File: src/tcpcv_pkg.sv
// ----------------------------------------------------------------------------
// tcpcv_pkg
// Shared types and constants for the TCP checksum verifier.
// ----------------------------------------------------------------------------
package tcpcv_pkg;

  // Byte positions relative to the start of the IPv4 header
  localparam logic [16:0] IHL_OFS      = 17'd0;
  localparam logic [16:0] TOTLEN_HI    = 17'd2;
  localparam logic [16:0] TOTLEN_LO    = 17'd3;
  localparam logic [16:0] ADDR_FIRST   = 17'd12;
  localparam logic [16:0] ADDR_LAST    = 17'd19;

  // Offset of the checksum field inside the TCP header
  localparam logic [16:0] CHK_OFS      = 17'd16;

  localparam logic [3:0]  IHL_MIN      = 4'd5;
  localparam logic [5:0]  HDR_MIN      = 6'd20;
  localparam logic [15:0] POS_MAX      = 16'hffff;
  localparam logic [15:0] PROTO_TCP    = 16'h0006;

  // Depth of the queue between front and back
  localparam int unsigned Q_DEPTH      = 2;

  // Role of one byte in the sum
  typedef enum logic [2:0] {
    KIND_NONE,
    KIND_ADD_HI,   // address byte, upper half of a word
    KIND_ADD_LO,   // address byte, lower half of a word
    KIND_SEG_HI,   // segment byte at even offset, held
    KIND_SEG_LO    // segment byte at odd offset, completes a word
  } tcpcv_kind_e;

  // Classified byte passed from front to back
  typedef struct packed {
    tcpcv_kind_e  kind;
    logic [7:0]   val;
    logic         last;
    logic [15:0]  found;
    logic         trunc;
    logic [15:0]  seg_len;
  } tcpcv_item_t;

endpackage

File: src/tcpcv_in_if.sv
// ----------------------------------------------------------------------------
// tcpcv_in_if
// Byte stream channel: one frame byte per transaction.
// ----------------------------------------------------------------------------
interface tcpcv_in_if;
  logic       valid;
  logic       ready;
  logic [7:0] data_byte;
  logic       last_byte;

  modport source (output valid, output data_byte, output last_byte, input ready);
  modport sink   (input valid, input data_byte, input last_byte, output ready);
endinterface

File: src/tcpcv_out_if.sv
// ----------------------------------------------------------------------------
// tcpcv_out_if
// Result channel: one checksum verdict per frame.
// ----------------------------------------------------------------------------
interface tcpcv_out_if;
  logic        valid;
  logic        ready;
  logic [15:0] computed_checksum;
  logic [15:0] received_checksum;
  logic        mismatch;
  logic        truncated;

  modport source (output valid, output computed_checksum, output received_checksum,
                  output mismatch, output truncated, input ready);
  modport sink   (input valid, input computed_checksum, input received_checksum,
                  input mismatch, input truncated, output ready);
endinterface

File: src/tcp_checksum_verifier_core.sv
// Result path: the last byte of a frame passes through a queue entry, the finish
//   stage and the result register before its result is valid; stalls add delay.
// Throughput: one byte per cycle while the queue is not full; the end-around add
//   in the back sets the rate, and a new frame may start right after the last byte.
// Reset: asynchronous, active low; clears all frame state, queue and result.
// ----------------------------------------------------------------------------
// tcp_checksum_verifier_core
// Verifies the TCP checksum of Ethernet/IPv4/TCP frames streamed bytewise.
// ----------------------------------------------------------------------------
module tcp_checksum_verifier_core #(
  parameter int unsigned LINK_HEADER_BYTES = 14
) (
  input  logic        clk_i,
  input  logic        rst_ni,
  tcpcv_in_if.sink    byte_i,
  tcpcv_out_if.source result_o
);

  tcpcv_pkg::tcpcv_item_t f_item;
  tcpcv_pkg::tcpcv_item_t q_item;
  logic                   f_push;
  logic                   q_full;
  logic                   q_valid;
  logic                   q_pop;

  assign byte_i.ready = !q_full;

  // Front: position tracking and byte classification
  tcpcv_front #(
    .LINK_HEADER_BYTES(LINK_HEADER_BYTES)
  ) u_front (
    .clk_i       (clk_i),
    .rst_ni      (rst_ni),
    .valid_i     (byte_i.valid),
    .data_byte_i (byte_i.data_byte),
    .last_byte_i (byte_i.last_byte),
    .ready_i     (byte_i.ready),
    .push_o      (f_push),
    .item_o      (f_item)
  );

  // Decoupling queue
  tcpcv_queue u_queue (
    .clk_i   (clk_i),
    .rst_ni  (rst_ni),
    .push_i  (f_push),
    .item_i  (f_item),
    .full_o  (q_full),
    .valid_o (q_valid),
    .item_o  (q_item),
    .pop_i   (q_pop)
  );

  // Back: accumulation and frame finish
  tcpcv_back u_back (
    .clk_i               (clk_i),
    .rst_ni              (rst_ni),
    .q_valid_i           (q_valid),
    .q_item_i            (q_item),
    .q_pop_o             (q_pop),
    .res_valid_o         (result_o.valid),
    .res_ready_i         (result_o.ready),
    .computed_checksum_o (result_o.computed_checksum),
    .received_checksum_o (result_o.received_checksum),
    .mismatch_o          (result_o.mismatch),
    .truncated_o         (result_o.truncated)
  );

endmodule

File: src/tcpcv_front.sv
// ----------------------------------------------------------------------------
// tcpcv_front
// Tracks the byte position, captures IPv4 header fields and the received
// checksum, and tags each byte with its role in the sum.
// ----------------------------------------------------------------------------
module tcpcv_front #(
  parameter int unsigned LINK_HEADER_BYTES = 14
) (
  input  logic                  clk_i,
  input  logic                  rst_ni,
  input  logic                  valid_i,
  input  logic [7:0]            data_byte_i,
  input  logic                  last_byte_i,
  input  logic                  ready_i,
  output logic                  push_o,
  output tcpcv_pkg::tcpcv_item_t item_o
);

  localparam logic [16:0] Base = 17'(LINK_HEADER_BYTES);

  logic [15:0] pos_q, pos_d;
  logic [3:0]  ihl_q, ihl_d;
  logic [15:0] tot_q, tot_d;
  logic [15:0] found_q, found_d;

  logic        take;
  logic        acc;
  logic [16:0] p17;
  logic [16:0] n17;
  logic [5:0]  hb;
  logic [16:0] seg_start;
  logic [16:0] seg_end;
  logic        seg_short;
  logic        in_seg;
  logic        in_addr;
  logic        chk_byte;
  logic [15:0] pos_n;

  assign acc  = valid_i && ready_i;
  assign take = pos_q != tcpcv_pkg::POS_MAX;
  assign p17  = {1'b0, pos_q};

  // Header field capture
  always_comb begin
    ihl_d = ihl_q;
    tot_d = tot_q;
    if (take && p17 == Base + tcpcv_pkg::IHL_OFS) begin
      ihl_d = data_byte_i[3:0];
    end
    if (take && p17 == Base + tcpcv_pkg::TOTLEN_HI) begin
      tot_d = {data_byte_i, tot_q[7:0]};
    end
    if (take && p17 == Base + tcpcv_pkg::TOTLEN_LO) begin
      tot_d = {tot_q[15:8], data_byte_i};
    end
  end

  // Segment bounds
  assign hb        = (ihl_d < tcpcv_pkg::IHL_MIN) ? tcpcv_pkg::HDR_MIN : {ihl_d, 2'b00};
  assign seg_start = Base + 17'(hb);
  assign seg_short = tot_d < 16'(hb);
  assign seg_end   = seg_short ? seg_start : Base + {1'b0, tot_d};

  // Received checksum capture
  always_comb begin
    found_d = found_q;
    if (take && p17 == seg_start + tcpcv_pkg::CHK_OFS) begin
      found_d = {data_byte_i, found_q[7:0]};
    end
    if (take && p17 == seg_start + tcpcv_pkg::CHK_OFS + 17'd1) begin
      found_d = {found_q[15:8], data_byte_i};
    end
  end

  // Byte classification
  assign in_addr  = take && p17 >= Base + tcpcv_pkg::ADDR_FIRST
                         && p17 <= Base + tcpcv_pkg::ADDR_LAST;
  assign in_seg   = take && p17 >= seg_start && p17 < seg_end;
  assign chk_byte = p17 == seg_start + tcpcv_pkg::CHK_OFS
                 || p17 == seg_start + tcpcv_pkg::CHK_OFS + 17'd1;

  assign pos_n = take ? pos_q + 16'd1 : pos_q;
  assign n17   = {1'b0, pos_n};

  always_comb begin
    item_o.kind = tcpcv_pkg::KIND_NONE;
    if (in_addr) begin
      item_o.kind = (p17[0] == Base[0]) ? tcpcv_pkg::KIND_ADD_HI : tcpcv_pkg::KIND_ADD_LO;
    end else if (in_seg) begin
      item_o.kind = (p17[0] == seg_start[0]) ? tcpcv_pkg::KIND_SEG_HI
                                             : tcpcv_pkg::KIND_SEG_LO;
    end
    item_o.val     = (in_seg && chk_byte) ? 8'h00 : data_byte_i;
    item_o.last    = last_byte_i;
    item_o.found   = found_d;
    item_o.trunc   = n17 < seg_end;
    item_o.seg_len = seg_short ? 16'h0000 : tot_d - 16'(hb);
  end

  assign push_o = acc;

  // Next state: everything clears after the last byte of a frame
  always_comb begin
    pos_d = pos_q;
    if (acc) begin
      pos_d = last_byte_i ? 16'h0000 : pos_n;
    end
  end

  always_ff @(posedge clk_i or negedge rst_ni) begin
    if (!rst_ni) begin
      pos_q   <= '0;
      ihl_q   <= '0;
      tot_q   <= '0;
      found_q <= '0;
    end else if (acc) begin
      pos_q <= pos_d;
      if (last_byte_i) begin
        ihl_q   <= '0;
        tot_q   <= '0;
        found_q <= '0;
      end else begin
        ihl_q   <= ihl_d;
        tot_q   <= tot_d;
        found_q <= found_d;
      end
    end
  end

`ifndef SYNTHESIS
  // A frame end restarts position tracking
  assert property (@(posedge clk_i) disable iff (!rst_ni)
    acc && last_byte_i |=> pos_q == 16'h0000 && ihl_q == 4'd0)
    else $error("front state not cleared after frame end");
`endif

endmodule

File: src/tcpcv_queue.sv
// ----------------------------------------------------------------------------
// tcpcv_queue
// Small FIFO of classified bytes between the front and back.
// ----------------------------------------------------------------------------
module tcpcv_queue (
  input  logic                   clk_i,
  input  logic                   rst_ni,
  input  logic                   push_i,
  input  tcpcv_pkg::tcpcv_item_t item_i,
  output logic                   full_o,
  output logic                   valid_o,
  output tcpcv_pkg::tcpcv_item_t item_o,
  input  logic                   pop_i
);

  localparam int unsigned Depth = tcpcv_pkg::Q_DEPTH;
  localparam int unsigned PtrW  = (Depth > 1) ? $clog2(Depth) : 1;
  localparam int unsigned CntW  = $clog2(Depth + 1);

  tcpcv_pkg::tcpcv_item_t mem_q [Depth];
  logic [PtrW-1:0] wr_q, wr_d;
  logic [PtrW-1:0] rd_q, rd_d;
  logic [CntW-1:0] cnt_q, cnt_d;

  assign full_o  = cnt_q == CntW'(Depth);
  assign valid_o = cnt_q != '0;
  assign item_o  = mem_q[rd_q];

  // Pointer and fill count update
  always_comb begin
    wr_d  = wr_q;
    rd_d  = rd_q;
    cnt_d = cnt_q;
    if (push_i) begin
      wr_d = (wr_q == PtrW'(Depth - 1)) ? '0 : wr_q + PtrW'(1);
    end
    if (pop_i) begin
      rd_d = (rd_q == PtrW'(Depth - 1)) ? '0 : rd_q + PtrW'(1);
    end
    if (push_i && !pop_i) begin
      cnt_d = cnt_q + CntW'(1);
    end else if (pop_i && !push_i) begin
      cnt_d = cnt_q - CntW'(1);
    end
  end

  always_ff @(posedge clk_i or negedge rst_ni) begin
    if (!rst_ni) begin
      wr_q  <= '0;
      rd_q  <= '0;
      cnt_q <= '0;
    end else begin
      wr_q  <= wr_d;
      rd_q  <= rd_d;
      cnt_q <= cnt_d;
    end
  end

  // Entry storage
  always_ff @(posedge clk_i) begin
    if (push_i) begin
      mem_q[wr_q] <= item_i;
    end
  end

`ifndef SYNTHESIS
  assert property (@(posedge clk_i) disable iff (!rst_ni)
    cnt_q <= CntW'(Depth))
    else $error("queue fill count beyond depth");
  assert property (@(posedge clk_i) disable iff (!rst_ni)
    pop_i |-> cnt_q != '0)
    else $error("queue popped while empty");
`endif

endmodule

File: src/tcpcv_back.sv
// ----------------------------------------------------------------------------
// tcpcv_back
// Accumulates the ones' complement sum, then finishes each frame with the
// pad byte, protocol and TCP length and drives the result register.
// ----------------------------------------------------------------------------
module tcpcv_back (
  input  logic                   clk_i,
  input  logic                   rst_ni,
  input  logic                   q_valid_i,
  input  tcpcv_pkg::tcpcv_item_t q_item_i,
  output logic                   q_pop_o,
  output logic                   res_valid_o,
  input  logic                   res_ready_i,
  output logic [15:0]            computed_checksum_o,
  output logic [15:0]            received_checksum_o,
  output logic                   mismatch_o,
  output logic                   truncated_o
);

  logic [15:0] sum_q, sum_d;
  logic [7:0]  pend_q, pend_d;
  logic        pend_vld_q, pend_vld_d;

  logic        fin_valid_q;
  logic [15:0] fin_sum_q;
  logic [7:0]  fin_pad_q;
  logic [15:0] fin_len_q;
  logic [15:0] fin_found_q;
  logic        fin_trunc_q;

  logic        out_valid_q;
  logic [15:0] out_comp_q;
  logic [15:0] out_found_q;
  logic        out_mis_q;
  logic        out_trunc_q;

  logic        out_free;
  logic        fin_free;
  logic        pop;
  logic [15:0] word;
  logic [16:0] add_t;
  logic [17:0] sum4;
  logic [16:0] fold1;
  logic [15:0] fold2;
  logic [15:0] comp;

  assign out_free = !out_valid_q || res_ready_i;
  assign fin_free = !fin_valid_q || out_free;
  assign pop      = q_valid_i && (!q_item_i.last || fin_free);
  assign q_pop_o  = pop;

  // Word contributed by this byte
  always_comb begin
    word       = 16'h0000;
    pend_d     = pend_q;
    pend_vld_d = pend_vld_q;
    unique case (q_item_i.kind)
      tcpcv_pkg::KIND_ADD_HI: word = {q_item_i.val, 8'h00};
      tcpcv_pkg::KIND_ADD_LO: word = {8'h00, q_item_i.val};
      tcpcv_pkg::KIND_SEG_HI: begin
        pend_d     = q_item_i.val;
        pend_vld_d = 1'b1;
      end
      tcpcv_pkg::KIND_SEG_LO: begin
        word       = {pend_q, q_item_i.val};
        pend_vld_d = 1'b0;
      end
      default: word = 16'h0000;
    endcase
  end

  // End-around carry add into the running sum
  assign add_t = {1'b0, sum_q} + {1'b0, word};
  assign sum_d = add_t[15:0] + 16'(add_t[16]);

  always_ff @(posedge clk_i or negedge rst_ni) begin
    if (!rst_ni) begin
      sum_q      <= '0;
      pend_q     <= '0;
      pend_vld_q <= 1'b0;
    end else if (pop) begin
      if (q_item_i.last) begin
        sum_q      <= '0;
        pend_q     <= '0;
        pend_vld_q <= 1'b0;
      end else begin
        sum_q      <= sum_d;
        pend_q     <= pend_d;
        pend_vld_q <= pend_vld_d;
      end
    end
  end

  // Frame finish stage
  always_ff @(posedge clk_i or negedge rst_ni) begin
    if (!rst_ni) begin
      fin_valid_q <= 1'b0;
    end else if (fin_free) begin
      fin_valid_q <= pop && q_item_i.last;
    end
  end

  always_ff @(posedge clk_i) begin
    if (fin_free && pop && q_item_i.last) begin
      fin_sum_q   <= sum_d;
      fin_pad_q   <= pend_vld_d ? pend_d : 8'h00;
      fin_len_q   <= q_item_i.seg_len;
      fin_found_q <= q_item_i.found;
      fin_trunc_q <= q_item_i.trunc;
    end
  end

  // Pseudo-header tail, pad byte and final fold
  assign sum4  = {2'b00, fin_sum_q} + {2'b00, fin_pad_q, 8'h00}
               + {2'b00, fin_len_q} + {2'b00, tcpcv_pkg::PROTO_TCP};
  assign fold1 = {1'b0, sum4[15:0]} + 17'(sum4[17:16]);
  assign fold2 = fold1[15:0] + 16'(fold1[16]);
  assign comp  = ~fold2;

  // Result register
  always_ff @(posedge clk_i or negedge rst_ni) begin
    if (!rst_ni) begin
      out_valid_q <= 1'b0;
    end else if (out_free) begin
      out_valid_q <= fin_valid_q;
    end
  end

  always_ff @(posedge clk_i) begin
    if (out_free && fin_valid_q) begin
      out_comp_q  <= comp;
      out_found_q <= fin_found_q;
      out_mis_q   <= comp != fin_found_q;
      out_trunc_q <= fin_trunc_q;
    end
  end

  assign res_valid_o         = out_valid_q;
  assign computed_checksum_o = out_comp_q;
  assign received_checksum_o = out_found_q;
  assign mismatch_o          = out_mis_q;
  assign truncated_o         = out_trunc_q;

`ifndef SYNTHESIS
  // A finished frame waits while the result register is blocked
  assert property (@(posedge clk_i) disable iff (!rst_ni)
    fin_valid_q && !out_free |=> fin_valid_q)
    else $error("finished frame dropped under stall");
  // Sum and pending byte restart after each frame
  assert property (@(posedge clk_i) disable iff (!rst_ni)
    pop && q_item_i.last |=> sum_q == 16'h0000 && !pend_vld_q)
    else $error("accumulator not cleared after frame end");
`endif

endmodule

File: src/flat_wrapper.sv
// flat-port wrapper written by rule: the top's interface ports become plain ports
module tcp_checksum_verifier_core_flat 
#(
  parameter int unsigned LINK_HEADER_BYTES = 14
)
  (clk_i, rst_ni, byte_i_valid, byte_i_data_byte, byte_i_last_byte, byte_i_ready, result_o_valid, result_o_computed_checksum, result_o_received_checksum, result_o_mismatch, result_o_truncated, result_o_ready);
  tcpcv_in_if byte_i_i ();
  tcpcv_out_if result_o_i ();
  input  logic clk_i;
  input  logic rst_ni;
  input wire logic [$bits(byte_i_i.valid)-1:0] byte_i_valid;
  input wire logic [$bits(byte_i_i.data_byte)-1:0] byte_i_data_byte;
  input wire logic [$bits(byte_i_i.last_byte)-1:0] byte_i_last_byte;
  output wire logic [$bits(byte_i_i.ready)-1:0] byte_i_ready;
  output wire logic [$bits(result_o_i.valid)-1:0] result_o_valid;
  output wire logic [$bits(result_o_i.computed_checksum)-1:0] result_o_computed_checksum;
  output wire logic [$bits(result_o_i.received_checksum)-1:0] result_o_received_checksum;
  output wire logic [$bits(result_o_i.mismatch)-1:0] result_o_mismatch;
  output wire logic [$bits(result_o_i.truncated)-1:0] result_o_truncated;
  input wire logic [$bits(result_o_i.ready)-1:0] result_o_ready;
  assign byte_i_i.valid = byte_i_valid;
  assign byte_i_i.data_byte = byte_i_data_byte;
  assign byte_i_i.last_byte = byte_i_last_byte;
  assign byte_i_ready = byte_i_i.ready;
  assign result_o_valid = result_o_i.valid;
  assign result_o_computed_checksum = result_o_i.computed_checksum;
  assign result_o_received_checksum = result_o_i.received_checksum;
  assign result_o_mismatch = result_o_i.mismatch;
  assign result_o_truncated = result_o_i.truncated;
  assign result_o_i.ready = result_o_ready;
  tcp_checksum_verifier_core #(.LINK_HEADER_BYTES(LINK_HEADER_BYTES)) u_core (.clk_i(clk_i), .rst_ni(rst_ni), .byte_i(byte_i_i), .result_o(result_o_i));
endmodule
File: config.mk
export PLATFORM = sky130hd
export DESIGN_NAME = tcp_checksum_verifier_core_flat
export DESIGN_NICKNAME = d
export VERILOG_FILES = /design/src/tcpcv_pkg.sv /design/src/tcpcv_in_if.sv /design/src/tcpcv_out_if.sv /design/src/tcp_checksum_verifier_core.sv /design/src/tcpcv_front.sv /design/src/tcpcv_queue.sv /design/src/tcpcv_back.sv /design/src/flat_wrapper.sv
export SDC_FILE = /design/constraint.sdc
export NUM_CORES = 1
export LEC_CHECK = 0
export BUFFER_PORTS_ARGS = -buffer_cell sky130_fd_sc_hd__buf_2
export CAP_MARGIN = 20
export CORE_UTILIZATION = 30
export DETAILED_ROUTE_END_ITERATION = 10
export PLACE_DENSITY_LB_ADDON = 0.25
export SYNTH_ARGS = -nofsm -noshare
export SYNTH_HDL_FRONTEND = slang
export SYNTH_SLANG_ARGS = --single-unit
File: constraint.sdc
create_clock -name clk_i -period 7.25 [get_ports clk_i]
set_clock_uncertainty 0.05 [all_clocks]
set_input_delay 0.3625 -clock clk_i [delete_from_list [all_inputs] [get_ports clk_i]]
set_output_delay 0.3625 -clock clk_i [all_outputs]
set_load 0.02 [all_outputs]
**Yosys cells after proc, flatten, opt, wreduce, memory -nomap -nowiden**

Memories as Yosys holds them, arrays and structs flattened.
Cells that the tools add are included.

- Bits in registers: 174
- Bits in writable memories: 90
- Memories: 1

Memory list:

| memory | depth | bits a word | read ports | clocked after Yosys merged registers in | write ports | RTL line | RTL |
|---|---|---|---|---|---|---|---|
| u_core.u_queue.mem_q | 2 | 45 | 1 | 0 | 1 | tcpcv_queue.sv:20 | `tcpcv_pkg::tcpcv_item_t mem_q [Depth];` |

- Add/subtract/negate cells: 17
- Order comparisons: 7
- Eq/ne operators: 13
- Muxes and demuxes: 30
- Bitwise gates (word level): 1
- Reduce and logical (&&, ||, !) cells: 30

Operators with widths:

| operator | count |
|---|---|
| $mux W16 | 10 |
| $pmux W16 S3 | 1 |
| $add A16 B16 Y17 | 2 |
| $lt A16 B17 Y1 | 2 |
| $add A16 B1 Y16 | 2 |
| $eq A16 B5 Y1 const B | 2 |
| $mux W8 | 3 |
| $add A17 B16 Y18 | 1 |
| $add A18 B3 Y18 const B | 1 |
| $logic_and A1 B1 Y1 | 18 |
| $add A16 B2 Y17 | 1 |
| $add A4 B16 Y17 const A | 1 |
| $eq A16 B17 Y1 | 1 |
| $mux W17 | 1 |
| $add A16 B1 Y16 const B | 1 |
| $eq A16 B4 Y1 const B | 1 |
| $eq A16 B9 Y1 | 1 |
| $ge A16 B5 Y1 const B | 1 |
| $ge A16 B7 Y1 | 1 |
| $le A16 B6 Y1 const B | 1 |
| $lt A16 B6 Y1 | 1 |
| $ne A16 B16 Y1 | 1 |
| $ne A16 B16 Y1 const B | 1 |
| $not A16 Y16 | 1 |
| other kinds (22) | 42 |

**Logic depth before layout (Yosys ltp)**

- Depth in word-level cells: 12
- Gate-level depth with buffers: 31

**By module**

Synthesis repeated with hierarchy kept, for this count alone.

- Cells, all modules: 1381
- Area, all modules: 15924.0 um^2

Modules (own cells, without submodules):

| module | times used | cells each | area an instance (um^2) | seq. area each (um^2) |
|---|---|---|---|---|
| tcpcv_back | 1 | 614 | 7123.1 | 3408.3 |
| tcpcv_front | 1 | 610 | 5161.2 | 1301.2 |
| tcpcv_queue | 1 | 156 | 3636.0 | 2802.7 |
| tcp_checksum_verifier_core | 1 | 1 | 3.8 | 0.0 |

**Worst setup path after synthesis**

No wires, ideal clock.

- Kind: register to register
- Start point: register u_core.u_back.fin_sum_q[2]
- End point: register u_core.u_back.out_mis_q (netlist: u_core.u_back.mismatch_o), data pin
- Data arrival time: 5.762 ns
- Setup slack: 1.165 ns
- Stages on the path, launching flop included: 31
- Buffers on the path: 0
- Period minus slack after synthesis: 6.085 ns
- Cells stage by stage: edfxtp_1 inv_1 ha_1 inv_1 ha_1 a211oi_1 o21ba_2 o21ai_0 and2_0 a221o_1 a21oi_1 o21bai_1 a21oi_1 xnor2_1 ha_1 fa_1 nand2_1 nor3_1 nand3_1 nor4b_1 ha_1 ha_1 nand2_1 nor3_1 nand3_1 or3_1 o21ba_2 xnor2_1 xor2_1 nor4_1 nand4_1

- Longest elaborated chain between the ends: 7

RTL lines:

| item | RTL line | RTL |
|---|---|---|
| start, declared | tcpcv_back.sv:25 | `logic [15:0] fin_sum_q;` |
| start signal, assigned | tcpcv_back.sv:105 | `fin_sum_q <= sum_d;` |
| $add A16 B16 Y17 | tcpcv_back.sv:114 | `assign sum4 = {2'b00, fin_sum_q} + {2'b00, fin_pad_q, 8'h00}` |
| $add A17 B16 Y18 | tcpcv_back.sv:115 | `+ {2'b00, fin_len_q} + {2'b00, tcpcv_pkg::PROTO_TCP};` |
| $add A18 B3 Y18 | tcpcv_back.sv:115 |  |
| $add A16 B2 Y17 | tcpcv_back.sv:116 | `assign fold1 = {1'b0, sum4[15:0]} + 17'(sum4[17:16]);` |
| $add A16 B1 Y16 | tcpcv_back.sv:117 | `assign fold2 = fold1[15:0] + 16'(fold1[16]);` |
| $not A16 Y16 | tcpcv_back.sv:118 | `assign comp = ~fold2;` |
| named net u_core.u_back.comp[10] | tcpcv_back.sv:45 | `logic [15:0] comp;` |
| $ne A16 B16 Y1 | tcpcv_back.sv:133 | `out_mis_q <= comp != fin_found_q;` |
| end signal, assigned | tcpcv_back.sv:133 |  |
| end, declared | tcpcv_back.sv:34 | `logic out_mis_q;` |

The timed path passes the listed nets, and every way through them passes these cells.
A chain may end at the register's enable or synchronous reset.

**Worst setup path in the final report**

- Start point: register u_core.u_back.fin_sum_q[1]
- End point: register u_core.u_back.out_mis_q (netlist: u_core.u_back.mismatch_o), data pin

The elaborated chain is that of the path after synthesis.

==> key figures <==
Outcome
  – Status: finished clean

Synth
  – Synth top area share: 36.12%
  – Post-synth EDFFs: 181
  – Post-synth cell types: 79
  – Top post-synthesis cells by area: edfxtp_1, dfrtp_1, ha_1, mux2_2, xnor2_1
  – Sequential-to-total area share from yosys stat: 49.92%
  – Syn_nets: 1423
  – Top FF cell, synth: edfxtp_1
  – Synth Area per Inst: 11.51 sq um
  – YS warnings: 0
  – Ys async rst share: 31.44%
  – Cell Area, Synth: 15050 sq um
  – Cell count after synthesis: 1308
  – Most frequent cell after synthesis: edfxtp_1
  – #FFs+latches synth: 264
  – Synth area leader: edfxtp_1
  – Synth cell count leaders: edfxtp_1, nand2_1, o21ai_0

Clock network
  – Worst-path clk slew: 0.06 ns
  – H-tree Lvls: 1
  – CTS tree: yes
  – Clock Latency Late Sink: 0.58 ns
  – Clk sinks: 264
  – Root Buffer: clkbuf_16
  – Num CTS Buffers: 29
  – Clock tree buffer depth: 3

Critical path
  – CP startpoint: u_core.u_back.fin_sum_q[1]
  – Critical-path top delay cell: fa_1
  – Critical R2R Launch: u_core.u_back.fin_sum_q[1]
  – Crit-path most repeated cell: ha_1
  – Worst path required time: 7.52 ns
  – FF-to-FF path depth: 31
  – Largest stage delay, worst path: 0.40 ns
  – Setup Crit Path Kind: register to register
  – Critical Path Sink Type: register
  – Stages on worst setup path: 31
  – Crit path max-delay family: simple AND/OR/NAND/NOR gates
  – Crit path capture: u_core.u_back.mismatch_o
  – Arrival time at the worst endpoint: 6.93 ns
  – CP Launch Type: register
  – Crit-path max FO: 5
  – R2R Path End: u_core.u_back.mismatch_o
  – Internal reg-to-reg setup slack: 0.58 ns
  – Worst Path Buf+Inv: 3

Timing
  – Fin worst setup slack: 0.5822 ns
  – Final Critical Period: 6.668 ns
  – Worst hold slack: 0.02696 ns
  – Max_slew headroom: 40.31%
  – Max Freq: 150.0 MHz
  – Final setup violating endpoints: 0
  – Final Hold Viols: 0
  – Final worst-path cycle share: 91.97%
  – Worst-margin pin slew: 0.8954 ns
  – Slew Limit Fails: 0

Die
  – Die Y: 226.0 um
  – Die area: 51060 sq um
  – Die width: 226.0 um
  – Starting Density: 30.55%
  – Core area: 49250 sq um
  – Row count: 81
  – I/O pins: 49

Drt
  – Antenna viol nets, final: 0
  – Met2 WL post-DR: 16990 um
  – Routed vias/inst: 4.943
  – Vias: 10.09k
  – Drt first pass iters: 5
  – Drt initial violations: 614
  – Met1 wire length: 17770 um
  – Residual DRC: 0
  – DR top layer: met5
  – Final wirelength: 36770 um
  – Drt wl/cell: 18.01 um
  – Met3 WL post-DR: 1339 um

Placement
  – DP HPWL: 26680 um
  – Port bufs: 48
  – Gpl congestion: 0.8564
  – Placed Cells: 1986
  – Pre-CTS setup slack: 0.3077 ns

Cells and area
  – Antenna Cells: 0
  – Syn-to-layout area delta: 13.25%
  – Share of cells above drive strength 1: 14.31%
  – Util after Layout: 34.60%
  – Non-filler cells, final: 2041
  – Final net count: 1470

Pwr
  – Power Density: 529.9 nW/um^2
  – Logic pwr share: 55.9%
  – Leak Pwr: 6.786 nW
  – Internal cell power: 5.109 mW
  – Max IR drop VDD: 0.0003176 V
  – Net Sw Power: 3.923 mW
  – Post-layout power: 9.031 mW
  – Clock share of power: 16.3%
  – Sequential power share: 27.8%
  – Sw frac: 43.43%

GRT
  – First-pass GRT wire length: 57650 um
  – Largest net degree at the start of global routing: 60
  – Vias in the first global route: 10.03k
  – GRT Overall Usage: 14.51%
  – Gr ovfl total: 0
  – Initial antenna violation count: 1

Hold path
  – Min-delay src: result_o_ready
  – Worst hold-check path type: input pin to register

Job
  – Max-Cap Viols: 0
## layout by cell type, fill, tap and decap left out, types with 17 or more instances in the layout
cell type and n:
a21oi_1 39, dfrtp_1 82, nor3_1 29, clkbuf_16 29
edfxtp_1 181, a22o_1 39, xnor2_1 64, nand4_1 17
inv_1 42, xor2_1 50, buf_4 19, nand2_1 100
nor2_1 79, ha_1 90, mux2_2 54, mux2i_1 33
nand3_1 33, o21ai_0 89, buf_2 47
## tightest hold or removal path: cells and delay by family
| family | cells | cell delay (ns) |
|---|---|---|
| buffers and inverters | 1 | 0.09 |
| and+or+nand+nor | 2 | 0.16 |
## layout make-up
class / instances / area [sq um]
clock buffers: 35 / 758.2
clock inverters: 18 / 185.2
fillers: 4930 / 32210
inverters: 42 / 157.7
multi-input cells: 951 / 7211
flip-flops and latches: 264 / 7513
well taps: 664 / 830.8
repair buffers: 67 / 387.9
## cell families after synthesis
family                   count (synthesis)  share of synthesized area, %
AND/OR/NAND/NOR                        364                         12.20
AO/OA/AOI/OAI                          277                         12.45
flip-flops                             264                         49.92
XOR/XNOR                               119                         7.391
adder cells (fa/ha/maj)                103                         9.154
buffers and inverters                   93                         2.561
multiplexers                            88                         6.335
## state kept, by name, summed over array words and instances (netlist names), 2 cells and up
name	flops
u_core.u_front.ihl_q	4
u_core.u_back.fin_sum_q	16
u_core.u_back.computed_checksum_o	16
u_core.u_queue.mem_q	90
u_core.u_back.received_checksum_o	16
u_core.u_queue.cnt_q	2
u_core.u_front.found_q	16
u_core.u_front.tot_q	16
u_core.u_back.pend_q	8
u_core.u_front.pos_q	16
u_core.u_back.sum_q	16
u_core.u_back.fin_len_q	16
u_core.u_back.fin_pad_q	8
u_core.u_back.fin_found_q	16
## what timing repair did
action	4_1_cts	5_1_grt
hold buffers	1	0
setup endpoints to repair	0	3
resized for setup	0	8
endpoints found under the hold margin	24	0
buffers inserted	0	1
## metrics by stage
step	TNS, ns	cell area (sq um)
final	0	17040
after global routing	-0.05919	17040
after CTS	0	17010
after detailed placement	0	16050
after global placement	0	16050
after floorplan	0	15050
## worst min path at each step
stage | end | slack (ns) | depth (start not counted)
CTS | u_core.u_back.res_valid_o | 0.01 | 3
detailed placement | u_core.u_front.ihl_q[2] | 0.26 | 1
finish | u_core.u_back.res_valid_o | 0.03 | 3
global placement | u_core.u_front.ihl_q[1] | 0.25 | 1
global route | u_core.u_back.res_valid_o | 0.03 | 3
floorplan | u_core.u_back.fin_valid_q | 0.02 | 0
## per-layer routing
metal,up-vias,track usage [%]
met5,-,0
met3,52,2.004
met1,4924,20.48
met4,2,2.721
li1,4942,-
met2,168,23.71
## power groups by stage
stage	Sequential [mW]	Clock, mW	Combinational [mW]
CTS	2.52	1.52	5.05
finish	2.51	1.48	5.05
detailed placement	2.54	0	5.02
global placement	2.53	0	5.03
global route	2.56	1.57	5.58
floorplan	2.58	0	3.63
Note: power is estimated with default switching activity, not from simulation.
